--- src/hw/rtl/dgs_pkg.sv ---
// shared types and constants for the density grid splat block
package dgs_pkg;

  // operation codes
  localparam logic [1:0] FUNC_ADD   = 2'd0;
  localparam logic [1:0] FUNC_SUB   = 2'd1;
  localparam logic [1:0] FUNC_QUERY = 2'd2;

  // result status codes
  localparam logic [1:0] STAT_OK      = 2'd0;
  localparam logic [1:0] STAT_EDGE    = 2'd1;
  localparam logic [1:0] STAT_OUTSIDE = 2'd2;
  localparam logic [1:0] STAT_SAT     = 2'd3;

  // configuration register indexes
  localparam logic [1:0] CFG_HALF_VIEW    = 2'd0;
  localparam logic [1:0] CFG_VIEW_TO_GRID = 2'd1;
  localparam logic [1:0] CFG_EDGE_MARGIN  = 2'd2;

  // configuration widths and reset values
  localparam int HALF_VIEW_W    = 31;
  localparam int VIEW_TO_GRID_W = 24;
  localparam int EDGE_MARGIN_W  = 6;
  localparam int CFG_DATA_W     = 31;
  localparam logic [HALF_VIEW_W-1:0]    HALF_VIEW_RST    = 31'd8192000;
  localparam logic [VIEW_TO_GRID_W-1:0] VIEW_TO_GRID_RST = 24'd16777;
  localparam logic [EDGE_MARGIN_W-1:0]  EDGE_MARGIN_RST  = 6'd10;

  // field widths
  localparam int POS_W    = 32;
  localparam int CELL_W   = 32;
  localparam int DSQ_W    = 63;
  localparam int WEIGHT_W = 17;   // Q1.16 weight, center weight is 65536
  localparam int IDX_W    = 26;   // signed per-axis cell index

  // fixed density reported near the grid edge, Q31.32
  localparam logic [DSQ_W-1:0] EDGE_DSQ = DSQ_W'(64'd10000 << 32);

  // rounding offset of one half in Q16.16
  localparam logic [POS_W-1:0] HALF_Q16 = 32'd32768;

  typedef struct packed {
    logic [1:0]              func;
    logic signed [POS_W-1:0] pos_x;
    logic signed [POS_W-1:0] pos_y;
    logic signed [POS_W-1:0] pos_z;
  } in_item_t;

  typedef struct packed {
    logic [DSQ_W-1:0] density_sq;
    logic [1:0]       status;
  } out_item_t;

endpackage

--- src/hw/rtl/dgs_weight.sv ---
// tent kernel weight pipeline: (a_i*a_j*a_k*65536 + R^3/2) / R^3
module dgs_weight #(
  parameter int KERNEL_RADIUS = 10
) (
  input  logic                                 clk,
  input  logic [$clog2(KERNEL_RADIUS+1)-1:0]   a_i,
  input  logic [$clog2(KERNEL_RADIUS+1)-1:0]   a_j,
  input  logic [$clog2(KERNEL_RADIUS+1)-1:0]   a_k,
  output logic [dgs_pkg::WEIGHT_W-1:0]         weight
);

  localparam int AKW    = $clog2(KERNEL_RADIUS + 1);
  localparam int PW     = 3 * AKW;
  localparam int R3     = KERNEL_RADIUS * KERNEL_RADIUS * KERNEL_RADIUS;
  localparam int DW     = $clog2(R3 + 1);
  localparam int SH     = DW + 16;
  localparam int WW     = dgs_pkg::WEIGHT_W;
  localparam longint unsigned RECIP = (64'd1 << SH) / R3;
  localparam int RW     = SH + 1;

  logic [2*AKW-1:0]  p1;
  logic [AKW-1:0]    ak_d;
  logic [PW-1:0]     p;
  logic [SH-1:0]     num3;
  logic [WW-1:0]     qe3;
  logic [SH-1:0]     num4;
  logic [WW-1:0]     qe4;
  logic [SH:0]       qd4;
  logic [SH-1:0]     num_c;
  logic [SH+RW-1:0]  prod_c;
  logic [SH:0]       rem_c;

  // numerator and reciprocal product
  always_comb begin
    num_c  = SH'({p[DW-1:0], 16'd0}) + SH'(R3 / 2);
    prod_c = (SH+RW)'(num_c) * (SH+RW)'(RECIP);
    rem_c  = {1'b0, num4} - qd4;
  end

  // stages: tent product, full product, reciprocal estimate, back-multiply, correction
  always_ff @(posedge clk) begin
    p1     <= (2*AKW)'(a_i) * (2*AKW)'(a_j);
    ak_d   <= a_k;
    p      <= PW'(p1) * PW'(ak_d);
    num3   <= num_c;
    qe3    <= prod_c[SH +: WW];
    num4   <= num3;
    qe4    <= qe3;
    qd4    <= (SH+1)'(qe3) * (SH+1)'(R3);
    weight <= (rem_c >= (SH+1)'(R3)) ? qe4 + WW'(1) : qe4;
  end

endmodule

--- config.mk ---
export PLATFORM = sky130hd
export DESIGN_NAME = dgs_weight
export DESIGN_NICKNAME = d
export VERILOG_FILES = /design/src/hw/rtl/dgs_pkg.sv /design/src/hw/rtl/dgs_weight.sv
export SDC_FILE = /design/constraint.sdc
export NUM_CORES = 1
export LEC_CHECK = 0
export ABC_CLOCK_PERIOD_IN_PS = 8100
export CAP_MARGIN = 20
export CORE_ASPECT_RATIO = 1.25
export CORE_MARGIN = 2
export CORE_UTILIZATION = 65
export CTS_CLUSTER_DIAMETER = 120
export DETAILED_ROUTE_END_ITERATION = 12
export DONT_BUFFER_PORTS = 1
export PLACE_DENSITY_LB_ADDON = 0.3
export RECOVER_POWER = 100
export SETUP_SLACK_MARGIN = 0.3
export SKIP_LAST_GASP = 1
export SYNTH_ARGS = -nofsm -noshare
export SYNTH_HDL_FRONTEND = slang
export SYNTH_SLANG_ARGS = --single-unit
--- constraint.sdc ---
create_clock -name clk -period 8.1 [get_ports clk]
set_input_delay 1.62 -clock clk [delete_from_list [all_inputs] [get_ports clk]]
set_output_delay 1.62 -clock clk [all_outputs]
set_load 0.1 [all_outputs]
==> impl_metrics.json <==
{
  "status": "complete, no violations",
  "syn_avg_cell_area_sq_um": 10.02,
  "dieArea_sq_um": 15760,
  "finalSetupViolCount": 0,
  "rsz0062_at_grt": "false",
  "area_delta_synth_final_pct": 7.824,
  "cap_violations": 0,
  "gp_congestion": 0.8466,
  "dr.pass1.iters": 4,
  "cts_made_buffers": 17,
  "fin_tns_setup_ns": 0,
  "criticalPathCategory": "flop to flop",
  "seq_area_frac_synth": 0.2399,
  "die_h_um": 139.8,
  "io_buffers": 0,
  "arrival_ns": 5.28,
  "fill_cells": 1010,
  "ys_seq_elements": 115,
  "synth_flop_cell": "dfxtp_1",
  "grtUsageTotal": 0.2470,
  "dp_slack_ns": 3.211,
  "slowest_delay_ns": 0.60,
  "period_needed_ns": 4.922,
  "core_area_sq_um": 14410,
  "ys_types": 59,
  "post-dp-hpwl_um": 14090,
  "critical_path.startpoint_type": "flop",
  "die_w_um": 112.7,
  "layout-drive-gt1-share": 0.04260,
  "min_to": "num4[22]",
  "worstPathCellList": "inv_1, fa_1, fa_1, fa_1, fa_1, inv_1, ha_1, a211oi_1, o211ai_1, a2111oi_0, o21ai_0, o21ai_0, inv_1, a211oi_1, xnor2_1",
  "htreeDepth": 4,
  "final_cell_mix": "inv_1 (186), ha_1 (181), dfxtp_1 (115), fa_1 (88), a21oi_1 (49)",
  "finClkSkew_ns": 0.004046,
  "via_per_inst": 5.654,
  "reg2reg_setup_slack_ns": 3.18,
  "initial_core_util": 0.6660,
  "cpMaxStageDelayCell": "fa_1",
  "relSlewSlack": 0.3795,
  "finalCoreUtilization": 0.7181,
  "cts.sink_count": 115,
  "synthesis.nets": 1240,
  "hold_depth": 0,
  "worstSkewPairLatency_ns": 0.42,
  "fin_crit_sh": 0.6076,
  "n_antenna_cell": 0,
  "grt_antenna_before_repair": 0,
  "cts.clk_slew.worst_paths_ns": 0.06,
  "synth_warnings": 0,
  "setup_slack_ns": 3.178,
  "overflow": 0,
  "antenna_left": 0,
  "reg2reg_depth": 15,
  "drt_iter0_markers": 300,
  "cts_tree": "done",
  "setup.worst_path.start": "qe3[3]",
  "cts.path.max_buffers": 2,
  "cts_root_buffer": "clkbuf_16",
  "num-nets-final": 1255,
  "grt_max_degree": 18,
  "timing.hold.ws_ns": 0.3207,
  "async_reset_ff_frac": 0,
  "synth_edf_count": 0,
  "dr_total_vias": 6581,
  "worstPathMaxFanout": 5,
  "cts_resized": 0,
  "syn-instance-count": 958,
  "critical_path_required_ns": 8.45,
  "drc": 0,
  "worstMarginPinSlew_ns": 0.9295,
  "hold_class": "flop to flop",
  "ios": 30,
  "wl_per_cell_um": 15.61,
  "critPathCaptureType": "flop",
  "min_from": "num3[22]",
  "regArea_sq_um": 2302,
  "multiInputGateArea_sq_um": 6515,
  "grt_pass1_wl_um": 30940,
  "reg2reg_from": "qe3[3]",
  "netlist_area_sq_um": 9595,
  "hold_viol_final": 0,
  "max_freq_mhz": 203.2,
  "post_cts_buffers": 0,
  "grt_pass1_vias": 6991,
  "cts_hold_buf": 0,
  "rows": 49,
  "layout_commonest_cell": "inv_1",
  "r2r_end": "qd4[25]",
  "maxSlewViolCount": 0,
  "path_common_cell": "fa_1",
  "wl_um": 18170
}
per-layer routing:
metal | routed length, um | part of all wire | vias to the layer above | track usage
met1 | 6920 | 0.38 | 3156 | 0.2516
met2 | 10000 | 0.55 | 134 | 0.4746
met5 | 0 | 0 | - | 0
li1 | - | - | 3234 | -
met3 | 558 | 0.031 | 57 | 0.04834
met4 | 686 | 0.038 | 0 | 0.1155
worst max path at each step:
stage | to | depth (start not counted) | slack, ns
floorplan | qd4[25] | 15 | 3.67
global placement | qd4[25] | 15 | 3.21
detailed placement | qd4[25] | 15 | 3.21
CTS | qd4[25] | 15 | 3.12
global route | qd4[25] | 15 | 2.81
finish | qd4[25] | 15 | 3.18
synthesized netlist by cell type, drive strengths merged, types with 2 or more instances:
| master | count | area share |
|---|---|---|
| a31o | 2 | 0.0018 |
| nor3 | 9 | 0.0047 |
| a31oi | 3 | 0.0020 |
| a222oi | 2 | 0.0021 |
| and2 | 33 | 0.022 |
| a211oi | 17 | 0.013 |
| or4 | 2 | 0.0016 |
| dfxtp | 115 | 0.24 |
| o211ai | 4 | 0.0037 |
| xor2 | 27 | 0.025 |
| o2111ai | 3 | 0.0034 |
| o31ai | 2 | 0.0016 |
| o21a | 6 | 0.0047 |
| a211o | 2 | 0.0018 |
| xnor2 | 38 | 0.035 |
| nand4b | 2 | 0.0018 |
| nor2b | 11 | 0.0072 |
| mux2i | 3 | 0.0031 |
| o221ai | 3 | 0.0027 |
| nand3 | 14 | 0.0073 |
| o21ai | 24 | 0.013 |
| nand2 | 32 | 0.013 |
| o21bai | 9 | 0.0070 |
| a21o | 8 | 0.0063 |
| inv | 186 | 0.073 |
| nand2b | 4 | 0.0026 |
| nor2 | 28 | 0.011 |
| ha | 181 | 0.24 |
| and3 | 10 | 0.0065 |
| and4 | 4 | 0.0037 |
| or3 | 2 | 0.0013 |
| buf | 4 | 0.0046 |
| nand4 | 8 | 0.0059 |
| a21oi | 52 | 0.031 |
| nor4 | 3 | 0.0035 |
| nor3b | 2 | 0.0016 |
| a41oi | 3 | 0.0027 |
| fa | 88 | 0.18 |
registers in the layout (all words and copies together) (netlist names):
register	cells
qd4	22
qe3	17
qe4	17
weight	17
num3	10
num4	10
p	10
p1	8
ak_d	4
critical path: cells and delay by family, from the launching register on:
| family | cells | cell delay, ns |
|---|---|---|
| AO/OA/AOI/OAI | 6 | 1.69 |
| XOR/XNOR | 1 | 0.15 |
| adder cells (fa/ha/maj) | 5 | 2.37 |
| buffers and inverters | 3 | 0.26 |
| flip-flops | 1 | 0.41 |
final cells by class:
type                            count  share of cell area
Clock inverter                     13             0.01524
Multi-Input combinational cell    652              0.6297
Tap cell                          178             0.02153
Timing Repair Buffer                1           0.0007256
Sequential cell                   115              0.2225
Clock buffer                       19             0.04281
Inverter                          186             0.06748
cell families after synthesis:
logic type,count (synthesis),share of synthesized area
and+or+nand+nor,166,0.09493
AOI/OAI and AO/OA,148,0.1042
DFF,115,0.2399
xor gates and xnor gates,65,0.05933
muxes,4,0.004303
adders and majority gates,269,0.4196
buffers and inverters,191,0.07771
per-stage QoR:
| step | cells | cell area, sq um |
|---|---|---|
| 2_1_floorplan | 958 | 9595 |
| 3_3_place_gp | 1132 | 9778 |
| 3_5_place_dp | 1132 | 9778 |
| 4_1_cts | 1164 | 10380 |
| 5_1_grt | 1164 | 10350 |
| 6_report | 1164 | 10350 |
Power is not shown: default switching activity piles up to over one toggle a cycle in this logic, so the estimate is an artifact.
